===== config.mk =====
export PLATFORM = sky130hd
export DESIGN_NAME = ps2_mouse_packet_cursor_tracker
export DESIGN_NICKNAME = d
export VERILOG_FILES = /design/src/rtl/ps2mpct_pkg.sv /design/src/rtl/ps2mpct_framer.sv /design/src/rtl/ps2mpct_cursor.sv /design/src/rtl/ps2mpct_csr.sv /design/src/rtl/ps2_mouse_packet_cursor_tracker.sv
export SDC_FILE = /design/constraint.sdc
export NUM_CORES = 1
export LEC_CHECK = 0
export ABC_CLOCK_PERIOD_IN_PS = 8300
export BUFFER_PORTS_ARGS = -buffer_cell sky130_fd_sc_hd__buf_2
export CAP_MARGIN = 20
export CORE_ASPECT_RATIO = 0.5
export CORE_MARGIN = 1.5
export CORE_UTILIZATION = 45
export CTS_CLUSTER_SIZE = 30
export DETAILED_ROUTE_END_ITERATION = 10
export PLACE_DENSITY = 0.68
export SYNTH_ARGS = -nofsm -noshare
export SYNTH_HDL_FRONTEND = slang
export SYNTH_SLANG_ARGS = --single-unit

===== constraint.sdc =====
create_clock -name clock -period 8.3 [get_ports clock]
set_clock_uncertainty 0.1 [all_clocks]
set_input_delay 0 -clock clock [delete_from_list [all_inputs] [get_ports clock]]
set_output_delay 0 -clock clock [all_outputs]
set_load 0.02 [all_outputs]

===== src/rtl/ps2mpct_pkg.sv =====
// shared types, constants and the helper function of the ps/2 mouse packet cursor tracker
`default_nettype none

package ps2mpct_pkg;

   // position and limit widths
   localparam int POS_BITS      = 12;
   localparam int CFG_BITS      = 12;
   localparam int WIDE_BITS     = ((POS_BITS > CFG_BITS) ? POS_BITS : CFG_BITS) + 2;
   localparam int POS_MAX_VAL   = (1 << POS_BITS) - 1;
   localparam int POS_RESET_VAL = (400 > POS_MAX_VAL) ? POS_MAX_VAL : 400;

   // register reset values
   localparam logic [CFG_BITS-1:0] X_LIMIT_RESET = CFG_BITS'(800 - 2);
   localparam logic [CFG_BITS-1:0] Y_LIMIT_RESET = CFG_BITS'(600 - 4);

   // byte codes of the mouse stream
   localparam logic [7:0] ACK_BYTE   = 8'hFA;
   localparam logic [7:0] SYNC_MASK  = 8'hC8;
   localparam logic [7:0] SYNC_VALUE = 8'h08;

   // header bit positions
   localparam int HDR_X_SIGN = 4;
   localparam int HDR_Y_SIGN = 5;

   // csr port
   localparam int CSR_ADDR_BITS = 3;
   localparam int CSR_DATA_BITS = 32;

   typedef enum logic [0:0] {
      CSR_X_LIMIT = 1'b0,
      CSR_Y_LIMIT = 1'b1
   } csr_index_type;

   // packet framing phase
   typedef enum logic [1:0] {
      PH_WAIT_ACK = 2'd0,
      PH_HEADER   = 2'd1,
      PH_X        = 2'd2,
      PH_Y        = 2'd3
   } phase_type;

   // one decoded packet from the framer
   typedef struct packed {
      logic              done;
      logic [2:0]        buttons;
      logic signed [8:0] move_x;
      logic signed [9:0] move_y;
   } packet_type;

   // add a move to a position, clamp to zero and to the limit (itself capped to the range)
   function automatic logic [WIDE_BITS-1:0] clamp_pos(
      input logic [POS_BITS-1:0] pos,
      input logic signed [9:0]   move,
      input logic [CFG_BITS-1:0] limit
   );
      logic signed [WIDE_BITS-1:0] sum;
      logic signed [WIDE_BITS-1:0] lim;
      logic signed [WIDE_BITS-1:0] pmax;
      logic [WIDE_BITS-1:0]        res;
      sum  = signed'(WIDE_BITS'(pos)) + WIDE_BITS'(move);
      lim  = signed'(WIDE_BITS'(limit));
      pmax = signed'(WIDE_BITS'(POS_MAX_VAL));
      if (lim > pmax) begin
         lim = pmax;
      end
      if (sum < 0) begin
         res = '0;
      end else if (sum > lim) begin
         res = lim;
      end else begin
         res = sum;
      end
      return res;
   endfunction

endpackage

`default_nettype wire


===== src/rtl/ps2mpct_framer.sv =====
// packet framer: waits for acknowledge, checks header sync, splits out buttons and moves
`default_nettype none

module ps2mpct_framer
   import ps2mpct_pkg::*;
(
   input  wire logic       clock,
   input  wire logic       reset,
   input  wire logic       take,
   input  wire logic [7:0] rx_byte,
   output logic            last_byte,
   output packet_type      pkt
);

   phase_type  phase_ff, phase_in;
   logic [7:0] header_ff, header_in;
   logic [7:0] xbyte_ff, xbyte_in;

   // next phase and byte capture
   always_comb begin
      phase_in  = phase_ff;
      header_in = header_ff;
      xbyte_in  = xbyte_ff;
      if (take) begin
         case (phase_ff)
            PH_WAIT_ACK: begin
               if (rx_byte == ACK_BYTE) begin
                  phase_in = PH_HEADER;
               end
            end
            PH_HEADER: begin
               if ((rx_byte & SYNC_MASK) == SYNC_VALUE) begin
                  header_in = rx_byte;
                  phase_in  = PH_X;
               end
            end
            PH_X: begin
               xbyte_in = rx_byte;
               phase_in = PH_Y;
            end
            PH_Y: begin
               phase_in = PH_HEADER;
            end
            default: begin
               phase_in = PH_WAIT_ACK;
            end
         endcase
      end
   end

   // packet decode on the third byte
   always_comb begin
      last_byte      = (phase_ff == PH_Y);
      pkt.done       = take && last_byte;
      pkt.buttons    = header_ff[2:0];
      pkt.move_x     = signed'({header_ff[HDR_X_SIGN], xbyte_ff});
      pkt.move_y     = 10'sd0 - signed'({header_ff[HDR_Y_SIGN], header_ff[HDR_Y_SIGN], rx_byte});
   end

   // state registers
   always_ff @(posedge clock) begin
      if (reset) begin
         phase_ff  <= PH_WAIT_ACK;
         header_ff <= '0;
         xbyte_ff  <= '0;
      end else begin
         phase_ff  <= phase_in;
         header_ff <= header_in;
         xbyte_ff  <= xbyte_in;
      end
   end

endmodule

`default_nettype wire


===== src/rtl/ps2mpct_cursor.sv =====
// cursor position keeper: adds packet moves and clamps to zero and the limits
`default_nettype none

module ps2mpct_cursor
   import ps2mpct_pkg::*;
(
   input  wire logic                clock,
   input  wire logic                reset,
   input  wire packet_type          pkt,
   input  wire logic [CFG_BITS-1:0] x_limit,
   input  wire logic [CFG_BITS-1:0] y_limit,
   output logic [CFG_BITS-1:0]      new_x,
   output logic [CFG_BITS-1:0]      new_y
);

   logic [POS_BITS-1:0]  pos_x_ff, pos_x_in;
   logic [POS_BITS-1:0]  pos_y_ff, pos_y_in;
   logic [WIDE_BITS-1:0] sum_x;
   logic [WIDE_BITS-1:0] sum_y;

   // clamped positions after this packet
   always_comb begin
      sum_x    = clamp_pos(pos_x_ff, 10'(pkt.move_x), x_limit);
      sum_y    = clamp_pos(pos_y_ff, pkt.move_y, y_limit);
      pos_x_in = pkt.done ? sum_x[POS_BITS-1:0] : pos_x_ff;
      pos_y_in = pkt.done ? sum_y[POS_BITS-1:0] : pos_y_ff;
      new_x    = sum_x[CFG_BITS-1:0];
      new_y    = sum_y[CFG_BITS-1:0];
   end

   // position registers
   always_ff @(posedge clock) begin
      if (reset) begin
         pos_x_ff <= POS_BITS'(POS_RESET_VAL);
         pos_y_ff <= POS_BITS'(POS_RESET_VAL);
      end else begin
         pos_x_ff <= pos_x_in;
         pos_y_ff <= pos_y_in;
      end
   end

endmodule

`default_nettype wire


===== src/rtl/ps2mpct_csr.sv =====
// csr block: cursor limit registers behind an apb-style port
`default_nettype none

module ps2mpct_csr
   import ps2mpct_pkg::*;
(
   input  wire logic                     clock,
   input  wire logic                     reset,
   input  wire logic                     psel,
   input  wire logic                     penable,
   input  wire logic                     pwrite,
   input  wire logic [CSR_ADDR_BITS-1:0] paddr,
   input  wire logic [CSR_DATA_BITS-1:0] pwdata,
   output logic [CSR_DATA_BITS-1:0]      prdata,
   output logic [CFG_BITS-1:0]           x_limit,
   output logic [CFG_BITS-1:0]           y_limit
);

   logic [CFG_BITS-1:0] x_limit_ff, x_limit_in;
   logic [CFG_BITS-1:0] y_limit_ff, y_limit_in;
   csr_index_type       index;
   logic                wr_en;

   // register writes
   always_comb begin
      index      = csr_index_type'(paddr[2]);
      wr_en      = psel && penable && pwrite;
      x_limit_in = x_limit_ff;
      y_limit_in = y_limit_ff;
      if (wr_en) begin
         case (index)
            CSR_X_LIMIT: x_limit_in = pwdata[CFG_BITS-1:0];
            CSR_Y_LIMIT: y_limit_in = pwdata[CFG_BITS-1:0];
            default: ;
         endcase
      end
   end

   // read data
   always_comb begin
      case (index)
         CSR_X_LIMIT: prdata = CSR_DATA_BITS'(x_limit_ff);
         CSR_Y_LIMIT: prdata = CSR_DATA_BITS'(y_limit_ff);
         default:     prdata = '0;
      endcase
   end

   always_ff @(posedge clock) begin
      if (reset) begin
         x_limit_ff <= X_LIMIT_RESET;
         y_limit_ff <= Y_LIMIT_RESET;
      end else begin
         x_limit_ff <= x_limit_in;
         y_limit_ff <= y_limit_in;
      end
   end

   assign x_limit = x_limit_ff;
   assign y_limit = y_limit_ff;

endmodule

`default_nettype wire


===== src/rtl/ps2_mouse_packet_cursor_tracker.sv =====
// top level: ps/2 mouse byte stream in, decoded packets with cursor position out
//
// Raw mouse bytes enter on the req_ channel (req_rx_byte), one per transaction.
// After reset the block waits for the 0xFA acknowledge, then frames three-byte
// packets; a header byte without the sync pattern is dropped. The third byte of
// each packet gives one transaction on the rsp_ channel: buttons, the signed X
// move, the negated Y move and the clamped cursor position.
// The result is registered and shown the cycle after the third byte is taken.
// Throughput: one byte per cycle when no held result stalls; framing, sign
// handling and the clamp adders sit between the framing registers and the
// result register. When the receiver stalls, the result register holds its
// transaction and the block keeps accepting header and X bytes; only a third
// byte waits in req_ until the held result has been taken.
// Reset (synchronous) returns to waiting for acknowledge, puts the cursor at
// 400/400 and the limits to 798/596. The limits sit at csr_ address 0 (X) and
// 4 (Y); csr_pready is always high.
`default_nettype none

module ps2_mouse_packet_cursor_tracker
   import ps2mpct_pkg::*;
(
   input  wire logic                     clock,
   input  wire logic                     reset,
   input  wire logic                     req_valid,
   output logic                          req_stall,
   input  wire logic [7:0]               req_rx_byte,
   output logic                          rsp_valid,
   input  wire logic                     rsp_stall,
   output logic [2:0]                    rsp_buttons,
   output logic signed [8:0]             rsp_move_x,
   output logic signed [9:0]             rsp_move_y,
   output logic [CFG_BITS-1:0]           rsp_cursor_x,
   output logic [CFG_BITS-1:0]           rsp_cursor_y,
   input  wire logic                     csr_psel,
   input  wire logic                     csr_penable,
   input  wire logic                     csr_pwrite,
   input  wire logic [CSR_ADDR_BITS-1:0] csr_paddr,
   input  wire logic [CSR_DATA_BITS-1:0] csr_pwdata,
   output logic [CSR_DATA_BITS-1:0]      csr_prdata,
   output logic                          csr_pready
);

   logic                take;
   logic                last_byte;
   packet_type          pkt;
   logic [CFG_BITS-1:0] x_limit;
   logic [CFG_BITS-1:0] y_limit;
   logic [CFG_BITS-1:0] new_x;
   logic [CFG_BITS-1:0] new_y;

   logic                rsp_valid_ff, rsp_valid_in;
   logic [2:0]          buttons_ff;
   logic signed [8:0]   move_x_ff;
   logic signed [9:0]   move_y_ff;
   logic [CFG_BITS-1:0] cursor_x_ff;
   logic [CFG_BITS-1:0] cursor_y_ff;

   ps2mpct_csr u_csr (
      .clock   (clock),
      .reset   (reset),
      .psel    (csr_psel),
      .penable (csr_penable),
      .pwrite  (csr_pwrite),
      .paddr   (csr_paddr),
      .pwdata  (csr_pwdata),
      .prdata  (csr_prdata),
      .x_limit (x_limit),
      .y_limit (y_limit)
   );

   ps2mpct_framer u_framer (
      .clock     (clock),
      .reset     (reset),
      .take      (take),
      .rx_byte   (req_rx_byte),
      .last_byte (last_byte),
      .pkt       (pkt)
   );

   ps2mpct_cursor u_cursor (
      .clock   (clock),
      .reset   (reset),
      .pkt     (pkt),
      .x_limit (x_limit),
      .y_limit (y_limit),
      .new_x   (new_x),
      .new_y   (new_y)
   );

   // input handshake: only a result-making byte waits behind a held result
   always_comb begin
      req_stall    = rsp_valid_ff && rsp_stall && last_byte;
      take         = req_valid && !req_stall;
      rsp_valid_in = pkt.done || (rsp_valid_ff && rsp_stall);
   end

   // result register valid
   always_ff @(posedge clock) begin
      if (reset) begin
         rsp_valid_ff <= 1'b0;
      end else begin
         rsp_valid_ff <= rsp_valid_in;
      end
   end

   // result register payload
   always_ff @(posedge clock) begin
      if (pkt.done) begin
         buttons_ff  <= pkt.buttons;
         move_x_ff   <= pkt.move_x;
         move_y_ff   <= pkt.move_y;
         cursor_x_ff <= new_x;
         cursor_y_ff <= new_y;
      end
   end

   assign rsp_valid    = rsp_valid_ff;
   assign rsp_buttons  = buttons_ff;
   assign rsp_move_x   = move_x_ff;
   assign rsp_move_y   = move_y_ff;
   assign rsp_cursor_x = cursor_x_ff;
   assign rsp_cursor_y = cursor_y_ff;
   assign csr_pready   = 1'b1;

   // a third byte taken always yields a result in the next cycle
   assert property (@(posedge clock) disable iff (reset)
      (take && last_byte) |=> rsp_valid)
      else $error("packet result missing");

   // input waits only behind a held result
   assert property (@(posedge clock) disable iff (reset)
      req_stall |-> (rsp_valid && rsp_stall))
      else $error("input stalled without a held result");

   // a held result is never overwritten by a new packet
   assert property (@(posedge clock) disable iff (reset)
      (rsp_valid && rsp_stall) |-> !pkt.done)
      else $error("held result overwritten");

   // the vertical move stays within the negated byte range
   assert property (@(posedge clock) disable iff (reset)
      rsp_valid |-> (rsp_move_y != -10'sd256 && rsp_move_y != -10'sd257))
      else $error("vertical move out of range");

endmodule

`default_nettype wire

After elaboration in Yosys (flattened, before gate mapping)
Cells that the tools add are included.
- add/sub/neg operators: 3
- magnitude comparators: 4
- equal/unequal tests: 7
- mux-type cells: 8
- bitwise operators: 1
- reduce and logical (&&, ||, !) cells: 14
- operators by type and width (cell ; number):
    32-bit one-hot mux with 2 select lines ; 1
    12-bit two-way mux ; 4
    14-bit by 13-bit greater-than comparator with 1-bit output ; 2
    14-bit by 1-bit < comparator with 1-bit output (second input constant) ; 2
    13-bit by 10-bit adder with 14-bit output ; 1
    13-bit by 9-bit adder with 14-bit output ; 1
    1-bit by 9-bit subtractor with 10-bit output (first input constant) ; 1
    8-bit equality test (second input constant) ; 1
    2-bit one-hot mux with 4 select lines ; 1
    1-bit logical AND ; 6
    2-bit AND reduction ; 3
    3-bit AND reduction ; 2
    2-bit equality test (second input constant) ; 2
    2-bit two-way mux ; 2
    2-bit by 1-bit != test with 1-bit output (second input constant) ; 2
    3-bit by 1-bit equality test with 1-bit output (second input constant) ; 1
    2-bit by 1-bit equality test with 1-bit output (second input constant) ; 1
    2-bit logical NOT ; 1
    1-bit logical NOT ; 1
    1-bit logical OR ; 1
    1-bit inverter ; 1
- bits in registers: 111
- input bits: 50
- output and inout bits: 81
- logic and storage cells: 50

Logic depth before layout (Yosys ltp)
- depth in word-level cells: 6
- gate-level depth with buffers: 21
- mapped depth without buffers: 20

Modules after synthesis
Synthesis repeated with hierarchy kept, for this count alone.
- cell total of the unflattened synthesis: 676
- area total of the unflattened synthesis: 6611.3 µm²
- by module, submodules not included (module ; instances ; cells each ; area an instance (µm²) ; seq. area each (µm²)):
    ps2mpct_cursor ; 1 ; 389 ; 3017.9 ; 480.5
    ps2_mouse_packet_cursor_tracker ; 1 ; 53 ; 1441.4 ; 1401.3
    ps2mpct_csr ; 1 ; 132 ; 1290.0 ; 480.5
    ps2mpct_framer ; 1 ; 102 ; 862.1 ; 300.3

Least setup slack after synthesis
No wires, ideal clock.
- path type: input to register
- from: input req_rx_byte[2]
- to: register cursor_y_ff[0], in the netlist rsp_cursor_y[0] (data pin)
- setup time: 0.275 ns
- arrival time: 3.898 ns
- required time: 7.925 ns
- path slack: 4.028 ns
- cell stages on the path: 21
- path buffers: 2
- path through: buf_2 > nor4_1 > nand2_1 > xor2_1 > ha_1 > or3_1 > o21a_1 > a31oi_1 > o21bai_1 > a21oi_1 > xnor2_1 > ha_1 > and4_1 > nand3_1 > a211o_1 > a31oi_1 > o21bai_1 > o22ai_2 > buf_4 > mux2i_1 > nor2_1
- RTL lines (element ; RTL line ; source):
    from (decl) ; ps2_mouse_packet_cursor_tracker.sv:26 ; input wire logic [7:0] req_rx_byte,
    to (signal assigned) ; ps2_mouse_packet_cursor_tracker.sv:113 ; cursor_y_ff <= new_y;
    to (decl) ; ps2_mouse_packet_cursor_tracker.sv:56 ; logic [CFG_BITS-1:0] cursor_y_ff;

==> metrics.md <==
| Metric | Value |
|---|---|
| H-tree depth | `3` |
| Tcrit/Tclk final | `64.31%` |
| Worst-Margin Slew | `1.071 ns` |
| Die area | `14810 um2` |
| P&R area growth vs syn | `16.61%` |
| Pwr/cell area | `154.4 nW/um2` |
| TritonCTS Sinks | `110` |
| Fill cells | `1208` |
| PortBufs | `87` |
| Synthesized cell area | `6321 um2` |
| Worst VDD drop | `109.0 uV` |
| Via-to-Cell Ratio | `5.147` |
| Gate count after technology mapping | `667` |
| Sequential Area | `2663 um2` |
| Combinational family with the most area after synthesis | `compound AO/OA/AOI/OAI gates` |
| LEAKAGE | `3.004 nW` |
| DRC | `0` |
| Worst hold path class | `in -> reg` |
| Wl on met1 | `6894 um` |
| Synthesized flop and latch total | `110` |
| Max cap viols | `0` |
| Adder-cell share of the synthesized area | `12.51%` |
| Final instance area | `7371 um2` |
| Post-layout net count | `880` |
| Seq/Total Area, Yosys | `42.12%` |
| Register clock-pin slew on the reported worst setup and hold paths | `0.07 ns` |
| Area of the multi-input gates | `3322 um2` |
| Fin worst setup slack | `2.963 ns` |
| Syn Area/Cell | `9.477 um2` |
| Outcome | `completed` |
| Gr ovfl total | `0` |
| Vias | `4967` |
| Uppermost layer routed | `met4` |
| DP Area | `6848 um2` |
| Slew margin rel. | `28.36%` |
| Post-CTS Resized | `0` |
| Placed cells | `928` |
| RSZ-0062 raised after global routing | `no` |
| Setup violators final | `0` |
| Pin count of the biggest net entering global routing | `56` |
| GRT Overall Usage | `20.56%` |
| DP HPWL | `11170 um` |
| Synth Area in XOR/XNOR | `3.899%` |
| Core area | `13630 um2` |
| Post-synthesis mux area share | `5.245%` |
| Initial core utilization | `46.39%` |
| Ys flop type | `dfxtp_1` |
| Layout Utilization | `54.10%` |
| # IOs | `131` |
| Wire length on met2 | `6779 um` |
| Worst skew pair latency | `0.35 ns` |
| Antenna Cells | `0` |
| Synth cell types | `56` |
| Clk Tree Root Cell | `clkbuf_16` |
| CTS buffer count | `9` |
| Final WL | `14990 um` |
| Simple-gate portion of the synthesized area | `14.03%` |
| First-pass GRT wire length | `23290 um` |
| Vias in the first global route | `4640` |
| Synth Warn # | `0` |
| CP required | `8.27 ns` |
| Post-CTS setup buffers | `0` |
| Std cell rows | `30` |
| DRT antenna net count | `0` |
| Final hold violations | `0` |
| Fmax | `0.1874 GHz` |
| CTS tree | `yes` |
| Sum Neg Setup Slack | `0 ns` |
| Die Y | `86.81 um` |
| Share of synthesized flip-flops with an asynchronous set or reset | `0%` |
| Minimum clock period | `5.337 ns` |
| Crit end category | `flip-flop` |
| CTS Buffer Depth | `2` |
| DP Worst Slack | `3.115 ns` |
| GP Congestion | `0.8492` |
| Wirelength per Cell | `15.53 um` |
| WP data arrival | `5.31 ns` |
| Initial antenna violation count | `0` |
| Slew Limit Fails | `0` |
| Die X | `170.6 um` |
| Final non-filler cell total | `965` |
| Layout cells sized above 1 | `15.52%` |
| Iter 0 DRT Violations | `324` |
| Post-synth EDFFs | `46` |
| Met3 WL post-DR | `1118 um` |
| Worst setup path class | `in -> reg` |
| Drt pass-1 iters | `5` |
| Critical path peak fanout | `12` |
| Number of hold buffers added after cts | `21` |
| Synth Area in Compound Gates | `15.62%` |
| CP Launch Type | `primary input` |
[layer usage]
layer	global-route usage (%)	vias to the layer above
li1	-	2507
met2	32.73	135
met5	0	-
met4	5.873	0
met1	27.45	2306
met3	5.753	19
[layout by cell type (no fill, tap or decap), types with 5 or more instances in the layout]
cell           netlist  layout
clkbuf_16            0       9
conb_1               2      21
o21ai_1             10      10
a21oi_1             52      52
o21ai_0             33      33
or3_1                5       5
nand4_1              6       6
buf_2                2      87
a211o_1             11      11
a21o_1               9       9
nand2_1             72      72
nand3_1             17      17
dlygate4sd3_1        0      21
a211oi_1             5       5
edfxtp_1            46      46
dfxtp_1             64      64
xnor2_1             14      14
xor2_1              11      11
nor3_1               6       6
nor2_1              66      66
o31a_1               5       5
nand2b_1             7       7
ha_1                60      60
o21a_1               7       7
nor2b_1              7       7
mux2i_1             29      29
inv_1               42      41
[sequential cells by signal, indices dropped and copies added (netlist names), 3 cells and up]
signal and cells:
rsp_buttons 3, rsp_cursor_x 12, rsp_cursor_y 12, rsp_move_x 9, rsp_move_y 10, u_csr.x_limit 12, u_csr.y_limit 12, u_cursor.pos_x_ff 12
u_cursor.pos_y_ff 12, u_framer.header_ff 5, u_framer.xbyte_ff 8
[power by group]
part	internal (mW)	switching [mW]	total, mW
Combinational	0.0428	0.0712	0.114
Clock	0.263	0.194	0.456
Sequential	0.565	0.00277	0.568
Total	0.871	0.268	1.14
[final timing paths]
| kind | startpoint | to | slack, ns | depth (start not counted) |
|---|---|---|---|---|
| max reg2reg | u_cursor.pos_y_ff[0]$_SDFFE_PP0P_ | rsp_cursor_y[1]$_DFFE_PP_ | 3.40 | 17 |
| min | req_valid | u_framer.xbyte_ff[1]$_SDFFE_PP0P_ | 0.13 | 4 |
| max | req_rx_byte[2] | rsp_cursor_y[1]$_DFFE_PP_ | 2.96 | 21 |
| min reg2reg | u_framer.header_ff[2]$_SDFFE_PP0P_ | rsp_buttons[2]$_DFFE_PP_ | 0.34 | 0 |
[cell families (layout without fill, tap and decap cells)]
logic type      Yosys count  in the layout
fa+ha+maj                62             62
mux                      32             32
compound gates          155            155
flops                   110            110
other cells               2             21
simple gates            197            197
buf+inv                  83            170
xor+xnor                 26             26
[stage by stage]
step	hold WS (ns)	power (mW)
final	0.1322	1.138
after global routing	0.1543	1.178
after CTS	0.1063	1.144
after detailed placement	0.1254	0.6844
after global placement	0.1312	0.6830
after floorplan	-0.001131	0.6614
[Yosys cell counts, drive strengths merged, types with 2 or more instances]
cell type	instances	area share [%]
o211ai	2	0.24
ha	60	12
nor2b	7	0.69
edfxtp	46	22
a31oi	5	0.83
nor3	6	0.48
or3	5	0.49
o21bai	4	0.48
o21ai	44	3.5
xor2	11	1.5
inv	42	2.5
nand2b	7	0.69
o21a	7	0.83
buf	26	3.1
dfxtp	64	20
mux2	3	0.65
a211o	11	1.5
fa	2	0.63
xnor2	15	2.4
nand4	6	0.59
conb	2	0.12
nor2	66	3.9
a211oi	5	0.59
a21o	9	1.1
o31a	5	0.69
nand3b	2	0.24
nand2	72	4.3
a21oi	52	4.1
clkbuf	15	0.89
nand3	17	1.3
mux2i	29	4.6
and4	2	0.28
or4	2	0.36
a22o	3	0.42
[area by class of cell]
cell class,instances,area share [%]
Clock buffer,9,3.056
Clock inverter,7,1.188
Inverter,42,2.139
Multi-Input combinational cell,493,45.07
Sequential cell,110,36.12
Tap cell,192,3.259
Timing Repair Buffer,112,9.167
[critical path, cell delays in order]
cell,delay (ns)
dlygate4sd3_1,0.53
buf_2,0.18
nor4_1,0.45
nand2_1,0.12
xor2_1,0.21
ha_1,0.28
or3_1,0.40
o21a_1,0.13
a31oi_1,0.25
o21bai_1,0.11
a21oi_1,0.18
xnor2_1,0.11
ha_1,0.29
and4_1,0.22
nand3_1,0.11
a211o_1,0.25
a31oi_1,0.27
o21bai_1,0.13
o22ai_2,0.61
mux2i_1,0.38
nor2_1,0.07
No activity file was read; power rests on OpenSTA's default activity.
